## src/rtl/srls_pkg.sv

```systemverilog
// Package for the sample-to-raster line sync block: widths, raster size,
// register indexes and reset values. No dependencies.
package srls_pkg;

	// Raster size
	localparam int LINE_WIDTH   = 800;
	localparam int FRAME_HEIGHT = 600;

	// Field widths
	localparam int SAMPLE_W  = 16;
	localparam int COORD_W   = 10;
	localparam int GRAY_W    = 8;
	localparam int LEVEL_W   = 12;
	localparam int SPACING_W = 16;
	localparam int MAX_W     = 16;
	localparam int MIN_W     = 17;

	// Normalization arithmetic
	localparam int DIFF_W    = MIN_W + 1;        // mag - previous_min, signed
	localparam int NUM_W     = DIFF_W + 8;       // diff * 255, signed
	localparam int QUO_W     = NUM_W - 1;        // magnitude of the numerator
	localparam int DEN_W     = MAX_W;            // positive span fits here
	localparam int DIV_STEPS = QUO_W;
	localparam int STEP_W    = $clog2(DIV_STEPS);
	localparam int GRAY_OFFSET = 50;
	localparam int GRAY_MAX    = 255;

	// Configuration
	localparam int CFG_INDEX_W = 2;
	localparam int CFG_DATA_W  = 16;
	localparam logic [CFG_INDEX_W-1:0] REG_LEVEL_THRESHOLD   = 2'd0;
	localparam logic [CFG_INDEX_W-1:0] REG_SPACING_THRESHOLD = 2'd1;

	// Reset values
	localparam logic [LEVEL_W-1:0]   LEVEL_THRESHOLD_RST   = 12'd128;
	localparam logic [SPACING_W-1:0] SPACING_THRESHOLD_RST = 16'd128;
	localparam logic [MAX_W-1:0]     MAX_RST               = 16'd1;
	localparam logic [MIN_W-1:0]     MIN_RST               = 17'd1;
	localparam logic [MIN_W-1:0]     MIN_EMPTY             = 17'h1FFFF;

	typedef logic signed [SAMPLE_W-1:0] sample_t;
	typedef logic [COORD_W-1:0]         coord_t;
	typedef logic [GRAY_W-1:0]          gray_t;
	typedef logic [CFG_INDEX_W-1:0]     cfg_index_t;
	typedef logic [CFG_DATA_W-1:0]      cfg_data_t;

endpackage

```

## src/rtl/sample_to_raster_line_sync.sv

```systemverilog
// Top level of the sample-to-raster line sync block: magnitude, block range
// tracking, normalization by a restoring divider, sync and raster position.
// Depends on srls_pkg.
//
//  channel  | handshake                 | payload
//  ---------+---------------------------+------------------------------------------
//  sample   | sample_valid/sample_stall | sample_value, end_of_block
//  pixel    | pixel_valid/pixel_stall   | pixel_x, pixel_y, gray_level, line_sync
//  cfg      | cfg_valid/cfg_ready       | cfg_index, cfg_data
//
// The output register loads after the accepting edge passes through a scaling
// state, the iterations of the one-bit-per-cycle restoring divider, then a
// finish state that waits while the output register is still full and
// stalled. The next item is taken in the cycle after finish; sample_stall holds
// off new samples until the current one is through finish.
// arst_n clears all control and range state; cfg_ready is always high.
module sample_to_raster_line_sync (
	input  logic                  clk,
	input  logic                  arst_n,
	input  logic                  sample_valid,
	output logic                  sample_stall,
	input  srls_pkg::sample_t     sample_value,
	input  logic                  end_of_block,
	output logic                  pixel_valid,
	input  logic                  pixel_stall,
	output srls_pkg::coord_t      pixel_x,
	output srls_pkg::coord_t      pixel_y,
	output srls_pkg::gray_t       gray_level,
	output logic                  line_sync,
	input  logic                  cfg_valid,
	output logic                  cfg_ready,
	input  srls_pkg::cfg_index_t  cfg_index,
	input  srls_pkg::cfg_data_t   cfg_data
);
	import srls_pkg::*;

	localparam logic [1:0] ST_IDLE  = 2'd0;
	localparam logic [1:0] ST_SCALE = 2'd1;
	localparam logic [1:0] ST_DIV   = 2'd2;
	localparam logic [1:0] ST_DONE  = 2'd3;

	logic [1:0]           state_q;
	logic [STEP_W-1:0]    step_q;
	logic [LEVEL_W-1:0]   level_thr_q;
	logic [SPACING_W-1:0] spacing_thr_q;
	logic [MAX_W-1:0]     run_max_q;
	logic [MIN_W-1:0]     run_min_q;
	logic [MAX_W-1:0]     prev_max_q;
	logic [MIN_W-1:0]     prev_min_q;
	logic [COORD_W-1:0]   col_q;
	logic [COORD_W-1:0]   row_q;
	logic [SPACING_W-1:0] spacing_q;
	logic                 pixel_valid_q;

	// Datapath registers (no reset)
	logic [MAX_W-1:0] mag_q;
	logic             last_q;
	logic             neg_q;
	logic             span_pos_q;
	logic [DEN_W-1:0] den_q;
	logic [DEN_W-1:0] rem_q;
	logic [QUO_W-1:0] quo_q;
	coord_t           pixel_x_q;
	coord_t           pixel_y_q;
	gray_t            gray_q;
	logic             sync_q;

	logic                     accept;
	logic [MAX_W-1:0]         mag_in;
	logic signed [DIFF_W-1:0] diff;
	logic signed [NUM_W-1:0]  num;
	logic [NUM_W-1:0]         num_abs;
	logic [DIFF_W-1:0]        span;
	logic                     span_pos;
	logic [DEN_W:0]           trial_in;
	logic [DEN_W+1:0]         trial;
	logic                     trial_ge;
	logic signed [NUM_W-1:0]  norm;
	logic signed [NUM_W:0]    gray_sum;
	gray_t                    gray;
	logic                     sync;
	logic [COORD_W:0]         col_sum;
	logic [COORD_W:0]         row_sum;
	coord_t                   col_next;
	coord_t                   row_next;
	logic [SPACING_W-1:0]     spacing_next;
	logic                     out_free;
	logic                     finish;

	// Handshakes
	assign sample_stall = (state_q != ST_IDLE);
	assign accept       = sample_valid && !sample_stall;
	assign cfg_ready    = 1'b1;
	assign out_free     = !pixel_valid_q || !pixel_stall;
	assign finish       = (state_q == ST_DONE) && out_free;

	// Magnitude; the most negative sample maps to 0x8000
	assign mag_in = sample_value[SAMPLE_W-1] ? (MAX_W'(~sample_value) + MAX_W'(1))
	                                         : MAX_W'(sample_value);

	// Scale: signed numerator (mag - previous_min) * 255 and span
	always_comb begin
		diff     = signed'({2'b00, mag_q}) - signed'({1'b0, prev_min_q});
		num      = signed'({diff, 8'd0}) - signed'({{(NUM_W-DIFF_W){diff[DIFF_W-1]}}, diff});
		num_abs  = num[NUM_W-1] ? NUM_W'(-num) : NUM_W'(num);
		span     = {2'b00, prev_max_q} - {1'b0, prev_min_q};
		span_pos = {1'b0, prev_max_q} > prev_min_q;
	end

	// Divider step: shift one numerator bit into the remainder, subtract if it fits
	always_comb begin
		trial_in = {rem_q, quo_q[QUO_W-1]};
		trial    = {1'b0, trial_in} - {2'b00, den_q};
		trial_ge = !trial[DEN_W+1];
	end

	// Finish: signed quotient, sync decision, gray clamp, raster counters
	always_comb begin
		norm = '0;
		if (span_pos_q) begin
			norm = neg_q ? -signed'({1'b0, quo_q}) : signed'({1'b0, quo_q});
		end
		sync = (norm > signed'({{(NUM_W-LEVEL_W){1'b0}}, level_thr_q}))
		       && (spacing_q > spacing_thr_q);

		gray_sum = signed'({norm[NUM_W-1], norm}) + signed'((NUM_W+1)'(GRAY_OFFSET));
		if (gray_sum < 0) begin
			gray = '0;
		end else if (gray_sum > signed'((NUM_W+1)'(GRAY_MAX))) begin
			gray = gray_t'(GRAY_MAX);
		end else begin
			gray = gray_sum[GRAY_W-1:0];
		end

		col_sum = sync ? '0 : ({1'b0, col_q} + (COORD_W+1)'(1));
		row_sum = sync ? ({1'b0, row_q} + (COORD_W+1)'(1)) : {1'b0, row_q};
		col_next = (col_sum >= (COORD_W+1)'(LINE_WIDTH)) ? '0 : col_sum[COORD_W-1:0];
		row_next = (row_sum >= (COORD_W+1)'(FRAME_HEIGHT)) ? '0 : row_sum[COORD_W-1:0];

		if (sync) begin
			spacing_next = '0;
		end else if (spacing_q == '1) begin
			spacing_next = spacing_q;
		end else begin
			spacing_next = spacing_q + SPACING_W'(1);
		end
	end

	// Sequencer, configuration and block state
	always_ff @(posedge clk or negedge arst_n) begin
		if (!arst_n) begin
			state_q       <= ST_IDLE;
			step_q        <= '0;
			level_thr_q   <= LEVEL_THRESHOLD_RST;
			spacing_thr_q <= SPACING_THRESHOLD_RST;
			run_max_q     <= MAX_RST;
			run_min_q     <= MIN_EMPTY;
			prev_max_q    <= MAX_RST;
			prev_min_q    <= MIN_RST;
			col_q         <= '0;
			row_q         <= '0;
			spacing_q     <= '0;
			pixel_valid_q <= 1'b0;
		end else begin
			// Write configuration registers; ignore unknown indexes
			if (cfg_valid) begin
				case (cfg_index)
					REG_LEVEL_THRESHOLD:   level_thr_q   <= cfg_data[LEVEL_W-1:0];
					REG_SPACING_THRESHOLD: spacing_thr_q <= cfg_data[SPACING_W-1:0];
					default: ;
				endcase
			end

			// Load the output item on finish, drop it once taken
			if (finish) begin
				pixel_valid_q <= 1'b1;
			end else if (!pixel_stall) begin
				pixel_valid_q <= 1'b0;
			end

			case (state_q)
				ST_IDLE: begin
					if (accept) begin
						if (mag_in > run_max_q) begin
							run_max_q <= mag_in;
						end
						if ({1'b0, mag_in} < run_min_q) begin
							run_min_q <= {1'b0, mag_in};
						end
						state_q <= ST_SCALE;
					end
				end
				ST_SCALE: begin
					step_q  <= STEP_W'(DIV_STEPS - 1);
					state_q <= ST_DIV;
				end
				ST_DIV: begin
					if (step_q == '0) begin
						state_q <= ST_DONE;
					end else begin
						step_q <= step_q - STEP_W'(1);
					end
				end
				ST_DONE: begin
					if (out_free) begin
						spacing_q <= spacing_next;
						if (last_q) begin
							prev_max_q <= run_max_q;
							prev_min_q <= run_min_q;
							run_max_q  <= MAX_RST;
							run_min_q  <= MIN_EMPTY;
							col_q      <= '0;
							row_q      <= '0;
						end else begin
							col_q <= col_next;
							row_q <= row_next;
						end
						state_q <= ST_IDLE;
					end
				end
				default: state_q <= ST_IDLE;
			endcase
		end
	end

	// Datapath: capture, scale, divide, load output
	always_ff @(posedge clk) begin
		if (accept) begin
			mag_q  <= mag_in;
			last_q <= end_of_block;
		end
		if (state_q == ST_SCALE) begin
			neg_q      <= num[NUM_W-1];
			span_pos_q <= span_pos;
			den_q      <= span[DEN_W-1:0];
			rem_q      <= '0;
			quo_q      <= num_abs[QUO_W-1:0];
		end
		if (state_q == ST_DIV) begin
			rem_q <= trial_ge ? trial[DEN_W-1:0] : trial_in[DEN_W-1:0];
			quo_q <= {quo_q[QUO_W-2:0], trial_ge};
		end
		if (finish) begin
			pixel_x_q <= col_next;
			pixel_y_q <= row_next;
			gray_q    <= gray;
			sync_q    <= sync;
		end
	end

	assign pixel_valid = pixel_valid_q;
	assign pixel_x     = pixel_x_q;
	assign pixel_y     = pixel_y_q;
	assign gray_level  = gray_q;
	assign line_sync   = sync_q;

endmodule

```

## config.mk

```make
export PLATFORM = sky130hd
export DESIGN_NAME = sample_to_raster_line_sync
export DESIGN_NICKNAME = d
export VERILOG_FILES = /design/src/rtl/srls_pkg.sv /design/src/rtl/sample_to_raster_line_sync.sv
export SDC_FILE = /design/constraint.sdc
export NUM_CORES = 1
export LEC_CHECK = 0
export ABC_AREA = 1
export BUFFER_PORTS_ARGS = -buffer_cell sky130_fd_sc_hd__buf_4
export CORE_MARGIN = 2
export CORE_UTILIZATION = 55
export CTS_CLUSTER_DIAMETER = 40
export DETAILED_ROUTE_END_ITERATION = 8
export GPL_TIMING_DRIVEN = 0
export PLACE_DENSITY = 0.72
export SLEW_MARGIN = 20
export SYNTH_ARGS = -nofsm -noshare
export SYNTH_HDL_FRONTEND = slang
export SYNTH_SLANG_ARGS = --single-unit
```

## constraint.sdc

```tcl
create_clock -name clk -period 13.71 [get_ports clk]
set_clock_uncertainty 0.15 [all_clocks]
set_input_delay 1.371 -clock clk [delete_from_list [all_inputs] [get_ports clk]]
set_output_delay 1.371 -clock clk [all_outputs]
set_load 0.05 [all_outputs]
```

==> impl_metrics.tcl <==
set metrics [dict create \
    status "complete, no violations" \
    setup_viol 0 \
    final_layout_size_suffix_gt1_share_pct 11.73 \
    reg2regPathDepth 33 \
    rsz0062_at_grt "false" \
    n_antenna_cell 0 \
    core_mm2 0.03336 \
    fin_setup_tns_ns 0 \
    antenna_found_initial 0 \
    ys.flop_type "dfrtp_1" \
    r2r_slack_ns 7.57 \
    ant_nets 0 \
    post_cts_resized 0 \
    fillerInstances 3019 \
    hpwl_um 36290 \
    gp_congestion 0.9087 \
    crit_fanout 10 \
    fin_crit_sh_pct 44.81 \
    crit_top_cell "nand2_1" \
    routed_wl_um 46790 \
    overflow 0 \
    slew_viol_final 0 \
    die_y_um 187.4 \
    cpPeakStageDelay_ns 0.70 \
    critPathKind "flop to flop" \
    cts_tree "yes" \
    clk_latency_ns 0.54 \
    via_per_inst 5.445 \
    grt_pass1_wl_um 78190 \
    worstHoldPathCells 2 \
    boundaryPins 72 \
    io_buffers 70 \
    post_drt_wl_per_cell_um 15.26 \
    yosys_warnings 0 \
    cts_buffers 37 \
    clkTransAtPathRegs_ns 0.06 \
    cp_slowest_cell "a2111oi_0" \
    post-cts-setup-buffers 0 \
    start_kind "flop" \
    vias 16690 \
    firstDrtPassIters 5 \
    yosysSeqAreaShare_pct 35.85 \
    clock_path_buffers 3 \
    fp.dieArea_mm2 0.03513 \
    num_rows 67 \
    synthCells 2478 \
    cp.required_ns 13.84 \
    cts_root_buf "clkbuf_16" \
    drtIter0Drc 1043 \
    fmax_mhz 162.8 \
    final_hold_viol_count 0 \
    arrival_ns 6.27 \
    fin_hold_ws_ns 0.3372 \
    grt_pass1_vias 16320 \
    syn_avg_cell_area_um2 7.468 \
    post-route-min-period_ns 6.144 \
    htreeDepth 2 \
    syn-num-nets 2660 \
    start_util_pct 55.46 \
    ctsHoldBuffers 0 \
    async_flop_share_pct 56.79 \
    netlist_area_mm2 0.01851 \
    synth_seq_cells 243 \
    hold_class "flop to flop" \
    die_w_um 187.4 \
    endpoint_kind "flop" \
    area_growth_pct 13.51 \
    drv_cap 0 \
    synth_edf_count 105 \
    synth_cell_types 64 \
    grt_max_degree 73 \
    worstMarginPinSlew_ns 0.9885 \
    drc_errors 0 \
    cts.sinks 243 \
    max_slew_margin_pct 34.10 \
    layout.nets 2772 \
    grt_util_all_layers_pct 26.84 \
]
-- placed cells by master (no fill, tap or decap), types with 7 or more instances in the layout --
cell type | synthesis | layout
o21ai_1 | 20 | 20
xnor2_1 | 22 | 22
nand3_2 | 23 | 23
nor3_1 | 51 | 51
o21bai_1 | 7 | 7
a31oi_1 | 9 | 9
dfrtp_1 | 116 | 116
inv_1 | 360 | 360
clkbuf_1 | 33 | 34
nor2_2 | 23 | 23
a21oi_1 | 149 | 149
inv_6 | 1 | 8
buf_4 | 7 | 76
nor2_4 | 6 | 7
xor2_1 | 61 | 61
nor4_1 | 9 | 8
nand4_1 | 60 | 60
buf_2 | 10 | 10
inv_2 | 16 | 16
nand3b_1 | 9 | 9
dfstp_2 | 22 | 22
clkbuf_16 | 0 | 37
edfxtp_1 | 105 | 105
o21ai_0 | 158 | 158
o31ai_1 | 8 | 8
nor2_1 | 233 | 232
nand2_1 | 547 | 547
nand3_1 | 171 | 171
ha_1 | 139 | 138
nand2_2 | 26 | 26
-- critical path: cells and delay by family, from the launching register on --
| family | cells | cell delay [ns] |
|---|---|---|
| buffers and inverters | 4 | 0.66 |
| DFF | 1 | 0.48 |
| AOI/OAI and AO/OA | 7 | 1.91 |
| adders and majority gates | 2 | 0.72 |
| and+or+nand+nor | 20 | 1.96 |
-- routing by layer --
metal	wire (µm)	vias up	GRT usage [%]
met5	0	-	0
met4	1312	0	8.995
met2	21350	452	44.28
met1	21700	7711	36.35
met3	2433	109	3.977
li1	-	8421	-
-- sequential cells by signal (all words and copies together) (netlist names), 2 cells and up --
| register | cells |
|---|---|
| pixel_y | 10 |
| col_q | 10 |
| gray_level | 8 |
| level_thr_q | 12 |
| state_q | 2 |
| spacing_thr_q | 16 |
| row_q | 10 |
| pixel_x | 10 |
| run_max_q | 16 |
| run_min_q | 17 |
| step_q | 5 |
| quo_q | 25 |
| mag_q | 16 |
| spacing_q | 16 |
| prev_min_q | 17 |
| prev_max_q | 16 |
| rem_q | 16 |
| den_q | 16 |
-- stage by stage --
| stage | area [µm²] | instances | utilization, % | setup WS [ns] |
|---|---|---|---|---|
| 2_1_floorplan | 18510 | 2478 | - | 8.744 |
| 3_3_place_gp | 19590 | 2996 | 58.72 | 7.467 |
| 3_5_place_dp | 19680 | 2999 | 59.00 | 7.543 |
| 4_1_cts | 21000 | 3066 | 62.94 | 7.531 |
| 5_1_grt | 21010 | 3066 | 62.96 | 6.925 |
| 6_report | 21010 | 3066 | 62.96 | 7.566 |
-- synthesized netlist by cell type (all sizes together) (6+ instances only) --
library cell / instances / area, µm²
nand2: 579 / 2292
inv: 377 / 1420
nor2: 263 / 1106
nand3: 197 / 1139
o21ai: 179 / 899.6
a21oi: 153 / 788.3
ha: 139 / 1739
dfrtp: 116 / 2903
edfxtp: 105 / 3153
xor2: 64 / 605.6
nand4: 60 / 375.4
nor3: 55 / 301.5
clkbuf: 33 / 123.9
xnor2: 24 / 236.5
buf: 22 / 162.6
dfstp: 22 / 578.1
a31oi: 9 / 56.30
nand3b: 9 / 67.56
nor4: 9 / 56.30
o31ai: 8 / 60.06
o21bai: 7 / 52.55
a211oi: 6 / 45.04
-- kinds of logic (layout without fill, tap and decap cells) --
family	after synthesis	count (layout)	synth area share [%]
AOI/OAI and AO/OA	388	388	11.37
xor gates and xnor gates	88	88	4.550
adders and majority gates	142	142	9.723
buffers and inverters	434	574	9.263
DFF	243	243	35.85
other	1	1	0.02026
and+or+nand+nor	1182	1182	29.23
-- final cells by class --
type | count | area, µm² | share of cell area [%]
Multi-Input combinational cell | 1801 | 10170 | 48.43
Sequential cell | 243 | 6634 | 31.58
Inverter | 379 | 1428 | 6.797
Clock buffer | 40 | 957.2 | 4.557
Timing Repair Buffer | 73 | 608.1 | 2.895
Tap cell | 448 | 560.5 | 2.669
Clock inverter | 27 | 357.8 | 1.704
Buffer | 55 | 286.5 | 1.364
-- path summary, 6_finish.rpt --
path / from / endpoint
worst max-delay path: prev_min_q[1] / quo_q[24]
worst min-delay path: level_thr_q[5] / level_thr_q[5]
worst max register to register: prev_min_q[1] / quo_q[24]
worst min register to register: level_thr_q[5] / level_thr_q[5]
max in group asynchronous: arst_n / level_thr_q[7]
min in group asynchronous: arst_n / run_max_q[12]
Power is left out: the tool's default activity adds up to more than one toggle a clock period on the data nets, which glitch-free logic cannot reach.
